--- src/hw/rtl/leb_pkg.sv ---
package leb_pkg;

   localparam int CAPACITY = 1024;
   localparam int ADDR_W   = $clog2(CAPACITY);
   localparam int LEN_W    = 10;
   localparam int POS_W    = 11;
   localparam int BYTE_W   = 8;
   localparam int OP_W     = 3;
   localparam int DELTA_W  = 11;

   localparam logic [ADDR_W-1:0] LAST_ADDR = ADDR_W'(CAPACITY - 1);
   localparam logic [LEN_W-1:0]  FULL_LEN  = LEN_W'(CAPACITY - 1);

   localparam logic [BYTE_W-1:0] KEY_BACKSPACE = 8'h08;
   localparam logic [BYTE_W-1:0] KEY_DELETE    = 8'h7F;
   localparam logic [BYTE_W-1:0] KEY_NEWLINE   = 8'h0A;

   typedef enum logic [OP_W-1:0] {
      OP_KEY   = 3'd0,
      OP_MOVE  = 3'd1,
      OP_CLEAR = 3'd2,
      OP_SAVED = 3'd3,
      OP_READ  = 3'd4
   } op_type;

   typedef enum logic [3:0] {
      ST_CLEAR,
      ST_IDLE,
      ST_DEC,
      ST_INS_RD,
      ST_INS_WR,
      ST_INS_KEY,
      ST_DEL_RD,
      ST_DEL_WR,
      ST_READ_WT,
      ST_SCAN_INIT,
      ST_SCAN,
      ST_SCAN_LAST,
      ST_DONE
   } state_type;

   typedef struct packed {
      logic [OP_W-1:0]           op;
      logic [BYTE_W-1:0]         key_byte;
      logic signed [DELTA_W-1:0] move_delta;
      logic [LEN_W-1:0]          read_index;
   } req_type;

   typedef struct packed {
      logic              we;
      logic [ADDR_W-1:0] waddr;
      logic [BYTE_W-1:0] wdata;
      logic [ADDR_W-1:0] raddr;
   } ram_req_type;

   typedef struct packed {
      logic clr;
      logic en;
   } scan_ctl_type;

   typedef struct packed {
      logic [LEN_W-1:0]  text_length;
      logic [LEN_W-1:0]  cursor_pos;
      logic              dirty_flag;
      logic [BYTE_W-1:0] read_byte;
   } stat_type;

endpackage

--- src/hw/rtl/leb_scan.sv ---
module leb_scan (
   input  logic                       clock,
   input  leb_pkg::scan_ctl_type      ctl,
   input  logic [leb_pkg::BYTE_W-1:0] data,
   output logic [leb_pkg::POS_W-1:0]  line_number,
   output logic [leb_pkg::POS_W-1:0]  column_number
);
   import leb_pkg::*;

   logic [POS_W-1:0] line_ff, line_in;
   logic [POS_W-1:0] col_ff, col_in;

   always_comb begin
      line_in = line_ff;
      col_in  = col_ff;
      if (ctl.clr) begin
         line_in = POS_W'(1);
         col_in  = POS_W'(1);
      end else if (ctl.en) begin
         if (data == KEY_NEWLINE) begin
            line_in = line_ff + POS_W'(1);
            col_in  = POS_W'(1);
         end else begin
            col_in = col_ff + POS_W'(1);
         end
      end
   end

   always_ff @(posedge clock) begin
      line_ff <= line_in;
      col_ff  <= col_in;
   end

   assign line_number   = line_ff;
   assign column_number = col_ff;

endmodule

--- config.mk ---
export PLATFORM = sky130hd
export DESIGN_NAME = leb_scan
export DESIGN_NICKNAME = d
export VERILOG_FILES = /design/src/hw/rtl/leb_pkg.sv /design/src/hw/rtl/leb_scan.sv
export SDC_FILE = /design/constraint.sdc
export NUM_CORES = 1
export LEC_CHECK = 0
export BUFFER_PORTS_ARGS = -buffer_cell sky130_fd_sc_hd__buf_2
export CAP_MARGIN = 0
export CORE_MARGIN = 1
export CORE_UTILIZATION = 44
export DETAILED_ROUTE_END_ITERATION = 6
export PLACE_DENSITY = 0.71
export SKIP_LAST_GASP = 1
export SYNTH_ARGS = -nofsm -noshare
export SYNTH_HDL_FRONTEND = slang
export SYNTH_SLANG_ARGS = --single-unit
--- constraint.sdc ---
create_clock -name clock -period 2.2 [get_ports clock]
set_input_delay 0.11 -clock clock [delete_from_list [all_inputs] [get_ports clock]]
set_output_delay 0.11 -clock clock [all_outputs]
set_load 0.05 [all_outputs]
# ---- Yosys cells after proc, flatten, opt, wreduce, memory -nomap -nowiden
# Index checks and enable logic that the tools add are counted.
# W data, S select, Z words.
dict set report word_totals {
  out_inout_bits 22
  input_bits 11
  register_bits 22
  elab_cells 7
}
dict set report classes {
  eq_ne 1
  reduce_logical 1
  add_sub_neg 2
  muxes 1
}
# operator count
set ops {}
lappend ops {{$add A11 B1 Y11 const B} 2}
lappend ops {{$mux W11} 1}
lappend ops {{$eq A8 B4 Y1 const B} 1}
lappend ops {{$reduce_and A2 Y1} 1}

# ---- Longest topological paths before layout
dict set report logic_depth {
  depth_word 2
  mapped_depth 6
}

# ---- Least setup slack after synthesis
# Ideal clock, no wire load.
dict set report synth_timing {
  path_type {reg-to-reg}
  from {register line_ff[0], in the netlist line_number[0]}
  to {register line_ff[10], in the netlist line_number[10]}
  synth_period_minus_slack_ps 2074
  slack_ps 126
  required_ps 2079
  stages_incl_launch_ff 6
  t_arrival_ps 1953
  setup_time_ps 121
  path_cell_list {dfxtp_1 -> ha_1 -> nand4_1 -> nor4_1 -> nand3_1 -> mux2_2}
}
dict set report synth_via {
  elab_chain_len 1
}
# element line
set synth_lines {}
lappend synth_lines {{from (decl)} leb_scan.sv:10} ;# logic [POS_W-1:0] line_ff, line_in;
lappend synth_lines {{from (signal assigned)} leb_scan.sv:30} ;# line_ff <= line_in;
lappend synth_lines {{$add A11 B1 Y11} leb_scan.sv:21} ;# line_in = line_ff + POS_W'(1);
# Every way passes these cells.
# A chain may end at the register's enable or synchronous reset.

# ---- Worst setup path after layout
# Ends and elaborated chain as after synthesis.

==> reports/summary.txt <==
Status - complete, no violations
Final Instance Area - 0.001226 mm2
Cell accounting for the most synthesized area - dfxtp_1
1st-iter DRT viols - 6
Floorplan core area - 0.002191 mm2
Mapped Avg Cell Area - 9.060 um2
DR vias - 898
Power Total - 692.3 uW
Routed wire per std cell - 10.95 um
Antenna Nets Post-Route - 0
H-Tree Depth - 1
Synth Warn # - 0
Top FF cell, synth - dfxtp_1
Worst hold margin - 0.1306 ns
GRT Overall Usage - 17.22%
Nets@finish - 159
Largest net degree at the start of global routing - 14
CTS Buf Count - 3
Library cells used by synthesis - 29
Commonest non-fill, non-tap cells in the layout - buf_2 (32), dfxtp_1 (22), nor2_1 (16)
CTS tree - built
Synthesized area - 0.001015 mm2
Clk_lat worst skew - 0.30 ns
# Max-Cap Violations - 0
Hold Buf Count CTS - 0
WP data required - 2.40 ns
Leading cell type in the layout, fill and taps excluded - buf_2
Share of the synthesized area in the top cell type - 43.40%
Finish-stage setup viols - 0
Synth area leaders - dfxtp_1 (43%), xor2_1 (6.9%), xnor2_1 (6.0%)
Ports - 33
Register bit total from synthesis - 22
Static Leak - 0.0005182 uW
Post-DP Area - 0.001190 mm2
Worst setup EP type - flip-flop
Initial antenna violation count - 0
Final HPWL DP - 1439 um
Effective utilization at floorplan - 46.32%
Die Height - 50.02 um
Post-CTS setup buffers - 0
Area taken by flip-flops and latches - 440.4 um2
Syn nets - 125
Maximum root-to-sink buffer count - 2
Cell depth of the worst min-delay path - 2
Area growth syn-to-layout - 20.84%
Routed WL - 1894 um
Syn Inst Count - 112
Placed Cells - 169
Via/cell ratio - 5.191
Minimum clock period - 1.718 ns
Measured slew at the worst slew-check pin - 0.4042 ns
Worst hold path class - input port to flip-flop
Max-slew violation count - 0
# DRC - 0
Worst R2R Path Depth - 6
Setup TNS - 0 ns
First-pass GRT wire length - 3284 um
Worst Setup Start Kind - flip-flop
Max Clk Rate - 582.0 MHz
Clock sink count - 22
Sequential fraction of the synthesis area - 43.40%
Die width - 50.02 um
PwrDens - 564.6 mW/mm2
Slew HR - 73.05%
Vias in the first global route - 803
PostCTS Resize Cnt - 0
Die area - 0.002502 mm2
Tcrit/Tclk final - 78.10%
Worst-path clk slew - 0.12 ns
Layout fillers - 207
Maximum vdd ir drop - 287.4 uV
Unrepaired setup endpoints after global routing - no
Initial DRT Pass Iterations - 4
Rows - 17
Final Non-Filler Cells - 173
Total gr overflow - 0
CTS root buffer - clkbuf_4
Number of buffers added on ports - 32
Critical-path maximum fanout - 7
Clk_skew - 0.001708 ns
Antenna diodes - 0
FFs w/ async S/R, synth - 0%
Number of synthesized flops with an enable pin - 0
Share of cells above drive strength 1 - 28.28%
Kind of critical path - flip-flop to flip-flop
Final Hold Fails - 0
Area of the multi-input gates - 539.3 um2
Crit path DAT - 1.92 ns
GP Congestion - 0.7542
[path summary, 6_finish.rpt]
path | to | from | slack (ns)
worst max-delay path | line_number[10] | line_number[0] | 0.48
worst min-delay path | line_number[7] | ctl[1] | 0.13
worst max register to register | line_number[10] | line_number[0] | 0.48
worst min register to register | column_number[10] | column_number[10] | 0.49
[cell usage after synthesis (2+ instances only)]
library cell,count
o21ai_0,3
or3_1,3
nand2b_1,4
and3_1,3
and4_1,2
nor4_1,5
xor2_1,8
xnor2_1,7
a21oi_1,4
nand2_1,4
dfxtp_1,22
nor2_1,16
nand3_1,7
nand4_1,6
inv_1,2
mux2i_1,2
ha_1,2
[kinds of logic after synthesis]
family	after synthesis	share of synthesized area (%)
compound gates	8	4.315
xor+xnor	15	12.95
fa+ha+maj	2	2.466
buf+inv	6	3.451
flops	22	43.40
mux	3	3.083
simple gates	56	30.33
[routing by layer]
metal,up-vias,share of wire (%),GRT usage [%]
met5,-,0,0
met4,0,1.5,8.571
met3,4,4.9,2.778
met2,30,46,28.67
met1,404,47,21.13
li1,460,-,-
[through the flow]
step	utilization, %	setup slack [ns]
6_report	55.97	0.4818
2_1_floorplan	-	0.1261
4_1_cts	55.97	0.4753
3_3_place_gp	54.31	0.2643
3_5_place_dp	54.31	0.2204
5_1_grt	55.97	0.3814
[critical path: stages, from the launching register on]
cell and delay, ns:
dfxtp_1 0.48, ha_1 0.24, nand4_1 0.10, nor4_1 0.24, buf_4 0.19, nand3_1 0.09, mux2_2 0.27
[where the power goes]
part	total, uW	switching [uW]	internal, uW
Combinational	64.0	43.1	21.0
Clock	217	116	101
Sequential	411	6.84	404
Total	692	166	526
[flip-flops by register name, summed over array words and instances (netlist names)]
name	count
column_number	11
line_number	11
[layout make-up]
type	instances	share of cell area [%]
Sequential cell	22	35.92
Clock buffer	4	2.959
Tap cell	28	2.857
Timing Repair Buffer	33	13.67
Multi-Input combinational cell	84	43.98
Inverter	2	0.6122
Power figures use the tool's default switching activity.
