===== src/hw/rtl/leb_pkg.sv =====
package leb_pkg;

   localparam int CAPACITY = 1024;
   localparam int ADDR_W   = $clog2(CAPACITY);
   localparam int LEN_W    = 10;
   localparam int POS_W    = 11;
   localparam int BYTE_W   = 8;
   localparam int OP_W     = 3;
   localparam int DELTA_W  = 11;

   localparam logic [ADDR_W-1:0] LAST_ADDR = ADDR_W'(CAPACITY - 1);
   localparam logic [LEN_W-1:0]  FULL_LEN  = LEN_W'(CAPACITY - 1);

   localparam logic [BYTE_W-1:0] KEY_BACKSPACE = 8'h08;
   localparam logic [BYTE_W-1:0] KEY_DELETE    = 8'h7F;
   localparam logic [BYTE_W-1:0] KEY_NEWLINE   = 8'h0A;

   typedef enum logic [OP_W-1:0] {
      OP_KEY   = 3'd0,
      OP_MOVE  = 3'd1,
      OP_CLEAR = 3'd2,
      OP_SAVED = 3'd3,
      OP_READ  = 3'd4
   } op_type;

   typedef enum logic [3:0] {
      ST_CLEAR,
      ST_IDLE,
      ST_DEC,
      ST_INS_RD,
      ST_INS_WR,
      ST_INS_KEY,
      ST_DEL_RD,
      ST_DEL_WR,
      ST_READ_WT,
      ST_SCAN_INIT,
      ST_SCAN,
      ST_SCAN_LAST,
      ST_DONE
   } state_type;

   typedef struct packed {
      logic [OP_W-1:0]           op;
      logic [BYTE_W-1:0]         key_byte;
      logic signed [DELTA_W-1:0] move_delta;
      logic [LEN_W-1:0]          read_index;
   } req_type;

   typedef struct packed {
      logic              we;
      logic [ADDR_W-1:0] waddr;
      logic [BYTE_W-1:0] wdata;
      logic [ADDR_W-1:0] raddr;
   } ram_req_type;

   typedef struct packed {
      logic clr;
      logic en;
   } scan_ctl_type;

   typedef struct packed {
      logic [LEN_W-1:0]  text_length;
      logic [LEN_W-1:0]  cursor_pos;
      logic              dirty_flag;
      logic [BYTE_W-1:0] read_byte;
   } stat_type;

endpackage


===== src/hw/rtl/leb_seq.sv =====
module leb_seq (
   input  logic                       clock,
   input  logic                       reset,
   input  logic                       csr_wr_en,
   input  logic                       csr_wr_data,
   input  logic                       req_valid,
   output logic                       req_ready,
   input  leb_pkg::req_type           req,
   input  logic                       out_free,
   output logic                       out_load,
   output leb_pkg::stat_type          stat,
   output leb_pkg::ram_req_type       ram,
   input  logic [leb_pkg::BYTE_W-1:0] ram_rdata,
   output leb_pkg::scan_ctl_type      scan
);
   import leb_pkg::*;

   state_type         state_ff, state_in;
   req_type           req_ff, req_in;
   logic [ADDR_W-1:0] ptr_ff, ptr_in;
   logic [LEN_W-1:0]  cursor_ff, cursor_in;
   logic [LEN_W-1:0]  length_ff, length_in;
   logic              dirty_ff, dirty_in;
   logic              lock_ff, lock_in;
   logic [BYTE_W-1:0] rbyte_ff, rbyte_in;
   logic              cnt_en_ff, cnt_en_in;

   logic                    is_del;
   logic                    del_ok;
   logic                    ins_ok;
   logic                    accept;
   logic signed [LEN_W+1:0] move_sum;
   logic [LEN_W-1:0]        move_pos;

   assign accept = req_valid && req_ready;
   assign is_del = (req_ff.key_byte == KEY_BACKSPACE) || (req_ff.key_byte == KEY_DELETE);
   assign del_ok = !lock_ff && (cursor_ff != '0);
   assign ins_ok = length_ff < FULL_LEN;

   // clamp the moved cursor to the text
   assign move_sum = $signed({2'b00, cursor_ff})
                   + $signed({req_ff.move_delta[DELTA_W-1], req_ff.move_delta});

   always_comb begin
      if (move_sum[LEN_W+1]) begin
         move_pos = '0;
      end else if (move_sum[LEN_W:0] > {1'b0, length_ff}) begin
         move_pos = length_ff;
      end else begin
         move_pos = move_sum[LEN_W-1:0];
      end
   end

   // next state
   always_comb begin
      state_in = state_ff;
      case (state_ff)
         ST_CLEAR: begin
            if (ptr_ff == LAST_ADDR) state_in = ST_IDLE;
         end
         ST_IDLE: begin
            if (accept) state_in = ST_DEC;
         end
         ST_DEC: begin
            case (req_ff.op)
               OP_KEY: begin
                  if (is_del) begin
                     state_in = del_ok ? ST_DEL_RD : ST_SCAN_INIT;
                  end else begin
                     state_in = ins_ok ? ST_INS_RD : ST_SCAN_INIT;
                  end
               end
               OP_READ: state_in = ST_READ_WT;
               default: state_in = ST_SCAN_INIT;
            endcase
         end
         ST_INS_RD:  state_in = ST_INS_WR;
         ST_INS_WR: begin
            state_in = (ptr_ff == cursor_ff) ? ST_INS_KEY : ST_INS_RD;
         end
         ST_INS_KEY: state_in = ST_SCAN_INIT;
         ST_DEL_RD:  state_in = ST_DEL_WR;
         ST_DEL_WR: begin
            state_in = (ptr_ff == length_ff) ? ST_SCAN_INIT : ST_DEL_RD;
         end
         ST_READ_WT: state_in = ST_SCAN_INIT;
         ST_SCAN_INIT: begin
            state_in = (cursor_ff == '0) ? ST_DONE : ST_SCAN;
         end
         ST_SCAN: begin
            if (ptr_ff == cursor_ff - LEN_W'(1)) state_in = ST_SCAN_LAST;
         end
         ST_SCAN_LAST: state_in = ST_DONE;
         ST_DONE: begin
            if (out_free) state_in = ST_IDLE;
         end
         default: state_in = ST_CLEAR;
      endcase
   end

   // outputs
   always_comb begin
      ram       = '0;
      scan.clr  = 1'b0;
      scan.en   = cnt_en_ff;
      req_ready = (state_ff == ST_IDLE);
      out_load  = (state_ff == ST_DONE) && out_free;
      cnt_en_in = (state_ff == ST_SCAN);
      case (state_ff)
         ST_CLEAR: begin
            ram.we    = 1'b1;
            ram.waddr = ptr_ff;
         end
         ST_DEC: begin
            if (req_ff.op == OP_CLEAR) begin
               ram.we = 1'b1;
            end
            ram.raddr = req_ff.read_index;
         end
         ST_INS_RD: ram.raddr = ptr_ff;
         ST_INS_WR: begin
            ram.we    = 1'b1;
            ram.waddr = ptr_ff + ADDR_W'(1);
            ram.wdata = ram_rdata;
         end
         ST_INS_KEY: begin
            ram.we    = 1'b1;
            ram.waddr = cursor_ff;
            ram.wdata = req_ff.key_byte;
         end
         ST_DEL_RD: ram.raddr = ptr_ff;
         ST_DEL_WR: begin
            ram.we    = 1'b1;
            ram.waddr = ptr_ff - ADDR_W'(1);
            ram.wdata = ram_rdata;
         end
         ST_SCAN_INIT: scan.clr = 1'b1;
         ST_SCAN: ram.raddr = ptr_ff;
         default: ram = '0;
      endcase
   end

   // datapath registers
   always_comb begin
      req_in    = req_ff;
      ptr_in    = ptr_ff;
      cursor_in = cursor_ff;
      length_in = length_ff;
      dirty_in  = dirty_ff;
      rbyte_in  = rbyte_ff;
      lock_in   = csr_wr_en ? csr_wr_data : lock_ff;
      case (state_ff)
         ST_CLEAR: ptr_in = ptr_ff + ADDR_W'(1);
         ST_IDLE: begin
            if (accept) req_in = req;
         end
         ST_DEC: begin
            rbyte_in = '0;
            case (req_ff.op)
               OP_KEY: ptr_in = is_del ? cursor_ff : length_ff;
               OP_MOVE: cursor_in = move_pos;
               OP_CLEAR: begin
                  cursor_in = '0;
                  length_in = '0;
                  dirty_in  = 1'b0;
               end
               OP_SAVED: dirty_in = 1'b0;
               default: ptr_in = ptr_ff;
            endcase
         end
         ST_INS_WR: ptr_in = ptr_ff - ADDR_W'(1);
         ST_INS_KEY: begin
            cursor_in = cursor_ff + LEN_W'(1);
            length_in = length_ff + LEN_W'(1);
            dirty_in  = 1'b1;
         end
         ST_DEL_WR: begin
            ptr_in = ptr_ff + ADDR_W'(1);
            if (ptr_ff == length_ff) begin
               cursor_in = cursor_ff - LEN_W'(1);
               length_in = length_ff - LEN_W'(1);
               dirty_in  = 1'b1;
            end
         end
         ST_READ_WT: rbyte_in = ram_rdata;
         ST_SCAN_INIT: ptr_in = '0;
         ST_SCAN: ptr_in = ptr_ff + ADDR_W'(1);
         default: ptr_in = ptr_ff;
      endcase
   end

   always_ff @(posedge clock) begin
      if (reset) begin
         state_ff  <= ST_CLEAR;
         ptr_ff    <= '0;
         cursor_ff <= '0;
         length_ff <= '0;
         dirty_ff  <= 1'b0;
         lock_ff   <= 1'b0;
         cnt_en_ff <= 1'b0;
      end else begin
         state_ff  <= state_in;
         ptr_ff    <= ptr_in;
         cursor_ff <= cursor_in;
         length_ff <= length_in;
         dirty_ff  <= dirty_in;
         lock_ff   <= lock_in;
         cnt_en_ff <= cnt_en_in;
      end
   end

   always_ff @(posedge clock) begin
      req_ff   <= req_in;
      rbyte_ff <= rbyte_in;
   end

   assign stat.text_length = length_ff;
   assign stat.cursor_pos  = cursor_ff;
   assign stat.dirty_flag  = dirty_ff;
   assign stat.read_byte   = rbyte_ff;

   a_cursor_in_text: assert property (@(posedge clock) disable iff (reset)
      cursor_ff <= length_ff)
      else $error("cursor beyond text length");

   a_room_for_tail: assert property (@(posedge clock) disable iff (reset)
      length_ff < FULL_LEN || (state_ff == ST_IDLE && $stable(length_ff)) ||
      state_ff != ST_INS_KEY)
      else $error("insert on a full buffer");

   a_no_write_idle: assert property (@(posedge clock) disable iff (reset)
      (state_ff == ST_IDLE || state_ff == ST_DONE) |-> !ram.we)
      else $error("store written while no request is in progress");

   a_load_then_idle: assert property (@(posedge clock) disable iff (reset)
      out_load |=> state_ff == ST_IDLE)
      else $error("result loaded without returning to idle");

endmodule

===== config.mk =====
export PLATFORM = sky130hd
export DESIGN_NAME = leb_seq
export DESIGN_NICKNAME = d
export VERILOG_FILES = /design/src/hw/rtl/leb_pkg.sv /design/src/hw/rtl/leb_seq.sv
export SDC_FILE = /design/constraint.sdc
export NUM_CORES = 1
export LEC_CHECK = 0
export BUFFER_PORTS_ARGS = -buffer_cell sky130_fd_sc_hd__buf_2
export CORE_UTILIZATION = 52
export CTS_CLUSTER_DIAMETER = 120
export DETAILED_ROUTE_END_ITERATION = 10
export GPL_TIMING_DRIVEN = 0
export PLACE_DENSITY = 0.78
export SYNTH_ARGS = -nofsm -noshare
export SYNTH_HDL_FRONTEND = slang
export SYNTH_SLANG_ARGS = --single-unit

===== constraint.sdc =====
create_clock -name clock -period 3.5 [get_ports clock]
set_input_delay 0.175 -clock clock [delete_from_list [all_inputs] [get_ports clock]]
set_output_delay 0.175 -clock clock [all_outputs]
set_load 0.01 [all_outputs]

* After elaboration in Yosys (flattened, before gate mapping)
Cells that the tools add are included. Widths: inputs -> output; s select.
Storage, ports and cells: flip-flop bits (word level) 77, output and inout port bits 62, word-level logic and storage cells 109
Operators by class: add/sub/neg operators 7, $lt $le $gt $ge 2, eq/ne operators 31, muxes and demuxes 33, reduce and logical (&&, ||, !) cells 24
Operator list (count):
- $pmux 10 s4 | 2
- $mux 10 | 7
- $pmux 10 s3 | 2
- $pmux 4 s12 | 1
- $pmux 10 s2 | 2
- $mux 4 | 8
- $pmux 8 s2 | 2
- $add 10x1->10 const B | 3
- $eq 10x10->1 | 3
- $sub 10x1->10 const B | 3
- $eq 4x4->1 const B | 5
- $eq 4x3->1 const B | 4
- $add 11x11->12 | 1
- $gt 11x10->1 | 1
- $eq 10x10->1 const B | 1
- $logic_not 10->1 | 1
- $lt 10x10->1 const B | 1
- $ne 2x2->1 const B | 5
- $reduce_bool 10->1 | 1
- $reduce_and 3->1 | 3
- $eq 4x2->1 const B | 2
- $eq 8x4->1 const B | 1
- $eq 8x7->1 const B | 1
- $pmux 4 s2 | 1
- other kinds (23) | 36

* Longest topological paths before layout
Gate-level depths: netlist (run 1).
depth after elaboration 6, gate-level depth with buffers 17

* Least setup slack after synthesis (run 1)
OpenSTA, ideal clock, no wires.
path type reg-to-reg, from reg state_ff[2], to reg length_ff[9], library setup time 0.132 ns, data arrival time 3.367 ns, path slack 0.000 ns, cell stages (with the launch flop) 16, clock period less this slack 3.500 ns, cells stage by stage dfxtp_1 > clkbuf_1 > nor2b_1 > buf_2 > nand3_1 > inv_1 > clkbuf_1 > ha_1 > a21o_1 > a21oi_1 > o211ai_1 > a31o_2 > a21oi_1 > xnor2_1 > mux2i_1 > a21oi_1
Between the ends: cells in the longest elaborated chain, start to end 3
RTL lines:
- start: declaration | line leb_seq.sv:18 | state_type state_ff, state_in;
- start signal: assignment | line leb_seq.sv:202 | state_ff <= state_in;
- $eq 4x2->1 / $eq 4x3->1 (equally long branches) | line leb_seq.sv:152 | case (state_ff)
- $ne 2x2->1 (no line) / $reduce_bool 3->1 (equally long branches)
- $reduce_and 3->1 (no line)
- end signal: assignment | line leb_seq.sv:205 | length_ff <= length_in;
- end: declaration | line leb_seq.sv:22 | logic [LEN_W-1:0] length_ff, length_in;
Parallel ways exist; a longest one is shown, timed or not. A chain may end at the register's enable or synchronous reset.

* Worst setup path after layout (run 1)
from reg req_ff[10] (netlist name), to reg cursor_ff[9]
Between the ends: cells in the longest elaborated chain, start to end 6
RTL lines:
- start: declaration | line leb_seq.sv:19 | req_type req_ff, req_in;
- start signal: assignment | line leb_seq.sv:213 | req_ff <= req_in;
- $add 11x11->12 (*) | line leb_seq.sv:42 | + $signed({req_ff.move_delta[DELTA_W-1], req_ff.move_delta});
- $gt 11x10->1 | line leb_seq.sv:47 | end else if (move_sum[LEN_W:0] > {1'b0, length_ff}) begin
- $mux 10 | line leb_seq.sv:47
- $mux 10 (*) | line leb_seq.sv:45 | if (move_sum[LEN_W+1]) begin
- $pmux 10 s2 (*) | line leb_seq.sv:159 | case (req_ff.op)
- $pmux 10 s3 (*) | line leb_seq.sv:152
- end signal: assignment | line leb_seq.sv:204 | cursor_ff <= cursor_in;
- end: declaration | line leb_seq.sv:21 | logic [LEN_W-1:0] cursor_ff, cursor_in;
Every way passes the cells marked *; elsewhere a longest branch is shown, timed or not.

==> load_flow_metrics.sql, run 1 <==
INSERT INTO impl_metrics (metric_group, metric, value, unit) VALUES
('synthesis', 'netlist_top_cells_count', 'sky130_fd_sc_hd__nor2_1, sky130_fd_sc_hd__a21oi_1, sky130_fd_sc_hd__nand2_1', ''),
('worst_setup_path', 'worst-path-max-fanout', '5', ''),
('global_routing', 'gr-usage-met3', '0.07025', ''),
('power_and_ir_drop', 'p_leak', '0.003372', 'uW'),
('drt', 'ant_nets_after_route', '0', ''),
('layout', 'drive_gt1_frac', '0.2254', ''),
('layout', 'final_cell_area_excluding_filler_cells', '7765', 'um2'),
('clock_network', 'clk-insertion-delay-late', '0.36', 'ns'),
('worst_setup_path', 'critPathSlowestCell', 'sky130_fd_sc_hd__edfxtp_1', ''),
('timing', 'setup_viol_count_final', '0', ''),
('min_path', 'worstHoldStart', 'req[17]', ''),
('clock_network', 'clk_transition_reported_paths', '0.07', 'ns'),
('synthesis', 'yosysWarnings', '0', ''),
('clock_network', 'clock_sinks', '77', ''),
('global_routing', 'grtUsageMet2', '0.5313', ''),
('layout', 'nets', '971', ''),
('clock_network', 'ctsHtreeMaxLevel', '3', ''),
('clock_network', 'tritoncts', 'done', ''),
('clock_network', 'numCtsBuffers', '9', ''),
('worst_setup_path', 'worst-r2r-cell-count', '18', ''),
('global_routing', 'wire_length_of_the_first_global_routing_pass', '31620', 'um'),
('drt', 'detail_route.wirelength', '20320', 'um'),
('worst_setup_path', 'reg2reg_setup_slack', '0.08', 'ns'),
('timing', 'rsz_0062_raised_after_global_routing', 'true', ''),
('synthesis', 'synth.net_count', '810', ''),
('layout', 'area_growth', '26.83', '%'),
('timing', 'timing.clock.skew', '0.01285', 'ns'),
('clock_network', 'clock-root-buffer', 'sky130_fd_sc_hd__clkbuf_16', ''),
('floorplanning', 'die-area', '12210', 'um2'),
('synthesis', 'synth_area_leaders', 'sky130_fd_sc_hd__edfxtp_1, sky130_fd_sc_hd__dfxtp_1, sky130_fd_sc_hd__ha_1, sky130_fd_sc_hd__nor2_1, sky130_fd_sc_hd__a21oi_1', ''),
('drt', 'routed-via-count', '6458', ''),
('layout', 'diodes', '0', ''),
('drt', 'avgRoutedWirePerCell', '19.56', 'um'),
('synthesis', 'synth_flop_cell', 'sky130_fd_sc_hd__edfxtp_1', ''),
('synthesis', 'top_cell_type_s_share_of_synthesized_area', '0.1962', ''),
('synthesis', 'synthMostInstantiatedCell', 'sky130_fd_sc_hd__nor2_1', ''),
('worst_setup_path', 'path_class', 'flop to flop', ''),
('floorplanning', 'chipHeight', '110.5', 'um'),
('worst_setup_path', 'critical_path.endpoint_type', 'flop', ''),
('timing', 'period_share', '0.9781', ''),
('synthesis', 'post_synth_instance_area', '6122', 'um2'),
('min_path', 'hold_path_class', 'input port to flop', ''),
('drt', 'detail_route.vias_per_cell', '6.216', ''),
('min_path', 'worst_hold_path.num_cells', '1', ''),
('synthesis', 'synth-edff-count', '40', ''),
('synthesis', 'synthesis.area_per_instance', '8.386', 'um2'),
('global_routing', 'antenna_found_initial', '0', ''),
('floorplanning', 'fp.dieW', '110.5', 'um'),
('drt', 'post-route-drc-count', '0', ''),
('outcome', 'status', 'complete, no violations', ''),
('min_path', 'worst_hold_path.endpoint', 'req_ff[17]$_DFFE_PP_', ''),
('power_and_ir_drop', 'worst_ir_drop_vdd', '0.0004298', 'V'),
('power_and_ir_drop', 'total_power_density_per_cell_area', '272.5', 'nW/um2'),
('floorplanning', 'coreArea', '11470', 'um2'),
('worst_setup_path', 'cells_along_the_critical_path', 'ha_4, inv_2, fa_2, nor2b_2, o31a_1, o21a_1, nor2_2, xnor2_2, ha_1, nand4_1, a211oi_2, o22ai_2, nand3_2, buf_6, buf_6, mux2i_1, or3_1, a21oi_2', ''),
('global_routing', 'grt_pass1_vias', '6165', ''),
('global_routing', 'largest_net_degree_at_the_start_of_global_routing', '33', ''),
('flow_run', 'cap_violations', '0', ''),
('timing', 'period_needed', '3.423', 'ns'),
('layout', 'seq_area', '1952', 'um2'),
('placement', 'gpl.final_weighted_congestion', '0.9118', ''),
('drt', 'detailedRoute.firstIterationViolations', '698', ''),
('worst_setup_path', 'crit_path_start_kind', 'flop', ''),
('synthesis', 'synth_seq_area_share', '0.3172', ''),
('global_routing', 'overall_global_routing_usage', '0.3272', ''),
('timing', 'fin_ws', '0.07667', 'ns'),
('timing', 'final-hold-violation-count', '0', ''),
('timing', 'worst_slew_pin_slew', '1.066', 'ns'),
('global_routing', 'overflow', '0', ''),
('timing', 'relative_slew_slack', '0.2818', ''),
('synthesis', 'yosys.cell_types.count', '70', '');
## layout by cell type (no fill, tap or decap), types with 5 or more instances in the layout
cell and instances:
sky130_fd_sc_hd__buf_2 114, sky130_fd_sc_hd__nor2_1 84, sky130_fd_sc_hd__a21oi_1 52, sky130_fd_sc_hd__nand2_1 47, sky130_fd_sc_hd__edfxtp_1 40, sky130_fd_sc_hd__clkbuf_1 37
sky130_fd_sc_hd__o21ai_0 33, sky130_fd_sc_hd__dfxtp_1 33, sky130_fd_sc_hd__dlygate4sd3_1 30, sky130_fd_sc_hd__nor3_1 29, sky130_fd_sc_hd__ha_1 28, sky130_fd_sc_hd__xnor2_1 25
sky130_fd_sc_hd__xor2_1 23, sky130_fd_sc_hd__inv_1 22, sky130_fd_sc_hd__mux2i_1 20, sky130_fd_sc_hd__a22o_1 19, sky130_fd_sc_hd__buf_4 17, sky130_fd_sc_hd__a22oi_1 15
sky130_fd_sc_hd__and3_1 13, sky130_fd_sc_hd__o221ai_1 13, sky130_fd_sc_hd__nand3_1 12, sky130_fd_sc_hd__clkbuf_16 11, sky130_fd_sc_hd__and2_1 10, sky130_fd_sc_hd__nor2b_1 9
sky130_fd_sc_hd__o21a_1 9, sky130_fd_sc_hd__a211oi_1 9, sky130_fd_sc_hd__o211ai_1 8, sky130_fd_sc_hd__a221o_1 8, sky130_fd_sc_hd__nand4_1 7, sky130_fd_sc_hd__or3_1 5
sky130_fd_sc_hd__o21ai_1 5, sky130_fd_sc_hd__a31oi_1 5
## timing repair
item                                   4_1_cts  5_1_grt
setup buffers                                7        8
hold buffers                                27        3
endpoints found under the hold margin       27        3
gates resized for setup                     13       32
gates cloned                                 2        0
pin swaps                                    4       21
setup endpoints to repair                   20       22
## layout make-up
class | instances | area share
Multi-Input combinational cell | 571 | 0.5166
Timing Repair inverter | 1 | 0.0006445
Sequential cell | 77 | 0.2514
Inverter | 25 | 0.01305
Clock inverter | 3 | 0.002900
Buffer | 54 | 0.03045
Tap cell | 143 | 0.02304
Timing Repair Buffer | 152 | 0.1229
Clock buffer | 13 | 0.03899
## through the flow
step | cells | hold WS (ns) | total power [uW] | TNS [ns] | util
6_report | 1039 | 0.004027 | 2116 | 0 | 0.6771
3_5_place_dp | 979 | 0.3533 | 1096 | -6.551 | 0.5959
3_3_place_gp | 979 | 0.3509 | 1094 | -5.021 | 0.5957
5_1_grt | 1039 | 0.002793 | 2171 | -0.2512 | 0.6771
2_1_floorplan | 730 | 0.2739 | 1042 | 0 | -
4_1_cts | 1030 | 0.0004335 | 2107 | 0 | 0.6566
## sequential cells by signal, summed over array words and instances, names as in the netlist
name / flops
cnt_en_ff: 1
cursor_ff: 10
dirty_ff: 1
length_ff: 10
lock_ff: 1
ptr_ff: 10
rbyte_ff: 8
req_ff: 32
state_ff: 4
## cell families after synthesis
logic type	after synthesis	share of synthesized area
compound gates	216	0.2440
xor+xnor	49	0.07010
fa+ha+maj	34	0.07194
buf+inv	82	0.05498
flops	77	0.3172
mux	23	0.03842
simple gates	249	0.2034
## where the power goes
group          total, uW  internal [uW]  switching [uW]
clock network       1010            607             400
registers            950            948            2.27
logic                159           76.4            82.2
total               2120           1630             485
## worst max-delay path: cells and delay by family, from the launching register on
kind | cells | cell delay, ns
compound gates | 5 | 1.02
xor+xnor | 1 | 0.10
fa+ha+maj | 3 | 0.68
buf+inv | 3 | 0.30
flops | 1 | 0.41
mux | 1 | 0.06
simple gates | 5 | 0.80
## worst max path at each step
stage | endpoint | cells past startpoint | from
6_report | cursor_ff[9]$_SDFFE_PP0P_ | 18 | req_ff[10]$_DFFE_PP_
3_5_place_dp | length_ff[9]$_SDFFE_PP0P_ | 14 | state_ff[0]$_SDFFE_PP0P_
3_3_place_gp | length_ff[9]$_SDFFE_PP0P_ | 14 | state_ff[0]$_SDFFE_PP0P_
5_1_grt | cursor_ff[6]$_SDFFE_PP0P_ | 17 | req_ff[10]$_DFFE_PP_
4_1_cts | length_ff[9]$_SDFFE_PP0P_ | 13 | state_ff[0]$_SDFFE_PP0P_
2_1_floorplan | length_ff[9]$_SDFFE_PP0P_ | 15 | state_ff[2]$_SDFFE_PP0P_
## routing by layer
| layer | routed length [um] | part of all wire | up-vias |
|---|---|---|---|
| li1 | - | - | 3025 |
| met1 | 8432 | 0.41 | 3062 |
| met2 | 9716 | 0.48 | 318 |
| met3 | 1596 | 0.079 | 53 |
| met4 | 577 | 0.028 | 0 |
| met5 | 0 | 0 | - |
(Power assumes the default switching activity.)
==> run 2: changes to the inputs <==
Settings changed: CELL_PAD_IN_SITES_DETAIL_PLACEMENT set to 1, CELL_PAD_IN_SITES_GLOBAL_PLACEMENT set to 1, CORE_UTILIZATION 52 to 39, HOLD_SLACK_MARGIN set to 0.06, MAX_ROUTING_LAYER set to met4, PLACE_DENSITY 0.78 to unset, PLACE_DENSITY_LB_ADDON set to 0.1.
==> run 2 against run 1 <==
Compared with the run above:
- the flow now finishes with violations (setup timing)
- total power is 0.52% higher
- via count down 0.48%
- die area up 33%
- critical path depth is 1 lower
- utilization down 16 points
- setup slack got worse by 0.15 ns
- global-route usage fell by 2.8 points
- non-clock buffer count up 6
- combinational power is essentially flat
- clock skew is 0.0018 ns lower
- sequential share of layout area fell by 0.43 points
- largest cell class unchanged
- largest power group unchanged
- highest routed layer unchanged
==> load_flow_metrics.sql, run 2 (same netlist as run 1, synthesis figures left out) <==
INSERT INTO impl_metrics (metric_group, metric, value, unit) VALUES
('floorplanning', 'num_io_pins', '108', ''),
('clock_network', 'clk_transition_reported_paths', '0.06', 'ns'),
('clock_network', 'tritoncts', 'done', ''),
('floorplanning', 'chipHeight', '127.3', 'um'),
('timing', 'hold-worst-slack', '0.06383', 'ns'),
('clock_network', 'ctsHtreeMaxLevel', '3', ''),
('clock_network', 'clock_sinks', '77', ''),
('timing', 'period_share', '1.022', ''),
('floorplanning', 'die-area', '16200', 'um2'),
('timing', 'setup_viol_count_final', '8', ''),
('power_and_ir_drop', 'power_report.internal_total', '1640', 'uW'),
('power_and_ir_drop', 'pwr-share-clk', '0.479', ''),
('drt', 'met2_routed_wirelength', '11140', 'um'),
('timing', 'relative_slew_slack', '0.3049', ''),
('worst_setup_path', 'regToRegStartpoint', 'req_ff[10]$_DFFE_PP_', ''),
('power_and_ir_drop', 'pwr-share-seq', '0.447', ''),
('worst_setup_path', 'required', '3.75', 'ns'),
('drt', 'route.layer.met1.wl', '11000', 'um'),
('floorplanning', 'initial_utilization', '0.4012', ''),
('timing', 'fin_ws', '-0.07599', 'ns'),
('drt', 'dr.pass1.iters', '5', ''),
('global_routing', 'grt_pass1_vias', '6448', ''),
('worst_setup_path', 'crit_path_start_kind', 'flop', ''),
('timing', 'timing_max_transition_violations_final', '0', ''),
('outcome', 'violations', 'setup timing', ''),
('worst_setup_path', 'worst-r2r-cell-count', '17', ''),
('floorplanning', 'fp.dieW', '127.3', 'um'),
('global_routing', 'overflow', '0', ''),
('clock_network', 'clk-insertion-delay-late', '0.35', 'ns'),
('placement', 'dp_hpwl', '16810', 'um'),
('global_routing', 'overall_global_routing_usage', '0.2994', ''),
('timing', 'fmax', '279.6', 'MHz'),
('drt', 'detail_route.vias_per_cell', '5.774', ''),
('layout', 'area_growth', '29.02', '%'),
('worst_setup_path', 'cp_data_arrival_time', '3.83', 'ns'),
('placement', 'io_buffers', '106', ''),
('power_and_ir_drop', 'totalPowerFinal', '2127', 'uW'),
('drt', 'detail_route.wirelength', '23490', 'um'),
('clock_network', 'clock-root-buffer', 'sky130_fd_sc_hd__clkbuf_16', ''),
('clock_network', 'max-clock-path-buffers', '2', ''),
('min_path', 'worst_hold_path.num_cells', '3', ''),
('drt', 'post-route-drc-count', '0', ''),
('worst_setup_path', 'startpoint', 'req_ff[10]$_DFFE_PP_', ''),
('worst_setup_path', 'timing.critical_path.depth', '17', ''),
('drt', 'ant_nets_after_route', '0', ''),
('layout', 'num-fill-cells', '1883', ''),
('floorplanning', 'floorplan.rows', '45', ''),
('min_path', 'hold_path_class', 'input port to flop', ''),
('layout', 'drive_gt1_frac', '0.2328', ''),
('drt', 'routed-via-count', '6427', ''),
('worst_setup_path', 'critPathMaxStageDelay', '0.40', 'ns'),
('power_and_ir_drop', 'power_switching_share', '0.2290', ''),
('drt', 'dr_wl_met3', '878', 'um'),
('drt', 'detailedRoute.firstIterationViolations', '426', ''),
('timing', 'worst_slew_pin_slew', '1.032', 'ns'),
('drt', 'avgRoutedWirePerCell', '21.11', 'um'),
('min_path', 'worstHoldStart', 'csr_wr_data', ''),
('power_and_ir_drop', 'p_leak', '0.003391', 'uW'),
('layout', 'top_register_by_number_of_flip_flops', 'req_ff', ''),
('drt', 'highest-signal-layer', 'met4', ''),
('worst_setup_path', 'critical_path.endpoint_type', 'flop', ''),
('timing', 'final-hold-violation-count', '0', ''),
('worst_setup_path', 'path_buf_inv', '2', ''),
('worst_setup_path', 'worst-path-max-fanout', '5', ''),
('global_routing', 'antenna_found_initial', '0', ''),
('flow_run', 'cap_violations', '0', ''),
('worst_setup_path', 'critPathSlowestCell', 'sky130_fd_sc_hd__fa_2', ''),
('timing', 'rsz_0062_raised_after_global_routing', 'true', ''),
('layout', 'mostFrequentLayoutCell', 'sky130_fd_sc_hd__buf_2', ''),
('power_and_ir_drop', 'total_power_density_per_cell_area', '269.3', 'nW/um2'),
('timing', 'timing.clock.skew', '0.01101', 'ns'),
('floorplanning', 'coreArea', '15260', 'um2'),
('worst_setup_path', 'cpLargestDelayFamily', 'compound AO/OA/AOI/OAI gates', ''),
('power_and_ir_drop', 'net_switching_power_of_the_design', '487.2', 'uW'),
('worst_setup_path', 'path_class', 'flop to flop', ''),
('placement', 'gpl.final_weighted_congestion', '0.8839', ''),
('clock_network', 'numCtsBuffers', '9', ''),
('global_routing', 'wire_length_of_the_first_global_routing_pass', '35980', 'um'),
('layout', 'max_reg_flops', '32', ''),
('global_routing', 'largest_net_degree_at_the_start_of_global_routing', '33', ''),
('layout', 'diodes', '0', ''),
('timing', 'period_needed', '3.576', 'ns'),
('power_and_ir_drop', 'p_comb_frac', '0.075', ''),
('outcome', 'status', 'finished, violations left', ''),
('layout', 'nets', '977', ''),
('worst_setup_path', 'cells_along_the_critical_path', 'ha_4, inv_2, fa_2, nor2b_2, o31a_1, o21a_1, nor2_2, xnor2_2, ha_1, a21oi_1, o21ai_0, o22ai_1, nand3_1, buf_6, mux2i_4, o221a_2, a211oi_2', ''),
('layout', 'layout_common_cells', 'sky130_fd_sc_hd__buf_2, sky130_fd_sc_hd__nor2_1, sky130_fd_sc_hd__a21oi_1', ''),
('power_and_ir_drop', 'worst_ir_drop_vdd', '0.0002380', 'V');
-- run 2: cell types whose count changed in the layout (fill, tap and decap cells not counted), sizes merged --
| cell | delta |
|---|---|
| buf | +6 |
| bufinv | +1 |
| clkbuf | -2 |
| clkinv | -2 |
| clkinvlp | +1 |
| dlygate4sd3 | +2 |
-- run 2: path summary, 6_finish.rpt --
| check | end | slack (ns) |
|---|---|---|
| min | lock_ff$_SDFFE_PP0P_ | 0.06 |
| max | cursor_ff[3]$_SDFFE_PP0P_ | -0.08 |
| max reg2reg | cursor_ff[3]$_SDFFE_PP0P_ | -0.08 |
| min reg2reg | dirty_ff$_SDFFE_PP0P_ | 0.51 |
-- run 2: metal layers --
layer	vias up	global-route usage
met3	29	0.03183
li1	3025	-
met4	0	0.09314
met5	-	-
met1	3217	0.3912
met2	156	0.4867
-- run 2: what timing repair did --
action	4_1_cts	5_1_grt
hold endpoints to repair	32	0
buffers inserted	14	6
hold buffers	32	0
setup endpoints to repair	25	23
cloned	2	0
gates resized for setup	19	34
pin swaps	5	17
-- run 2: power groups by stage --
stage | Sequential [uW] | Combinational, uW | Clock [uW]
3_3_place_gp | 972 | 123 | 0
2_1_floorplan | 971 | 70.9 | 0
4_1_cts | 950 | 155 | 1020
3_5_place_dp | 972 | 126 | 0
5_1_grt | 950 | 171 | 1060
6_report | 950 | 159 | 1020
-- run 2: layout make-up --
class | instances | area [um2] | share of cell area
sequential | 77 | 1952 | 0.2471
timing repair inverter | 1 | 5.005 | 0.0006336
clock inverter | 3 | 42.54 | 0.005386
tap | 211 | 264.0 | 0.03342
clock buffer | 13 | 271.5 | 0.03437
buffer | 53 | 235.2 | 0.02978
inverter | 25 | 101.3 | 0.01283
multi-input combinational | 571 | 4015 | 0.5083
timing repair buffer | 159 | 1012 | 0.1281
-- run 2: worst reg2reg max path: stages, from the launching register on --
cell	delay, ns
sky130_fd_sc_hd__edfxtp_1	0.38
sky130_fd_sc_hd__ha_4	0.15
sky130_fd_sc_hd__inv_2	0.04
sky130_fd_sc_hd__fa_2	0.40
sky130_fd_sc_hd__nor2b_2	0.17
sky130_fd_sc_hd__o31a_1	0.28
sky130_fd_sc_hd__o21a_1	0.18
sky130_fd_sc_hd__nor2_2	0.05
sky130_fd_sc_hd__xnor2_2	0.14
sky130_fd_sc_hd__ha_1	0.20
sky130_fd_sc_hd__a21oi_1	0.13
sky130_fd_sc_hd__o21ai_0	0.13
sky130_fd_sc_hd__o22ai_1	0.21
sky130_fd_sc_hd__nand3_1	0.16
sky130_fd_sc_hd__buf_6	0.18
sky130_fd_sc_hd__mux2i_4	0.19
sky130_fd_sc_hd__o221a_2	0.32
sky130_fd_sc_hd__a211oi_2	0.17
-- run 2: metrics by stage --
stage               setup slack, ns  cell area, um2  utilization  setup TNS, ns  std cells
floorplan                 0.0004252            6122            -              0        730
global placement             -1.136            6917       0.4533         -6.717       1047
detailed placement           -1.275            6918       0.4534         -8.457       1047
CTS                        0.009129            7721       0.5060              0       1110
global route                -0.2001            7899       0.5177         -1.733       1113
finish                     -0.07599            7899       0.5177        -0.3104       1113
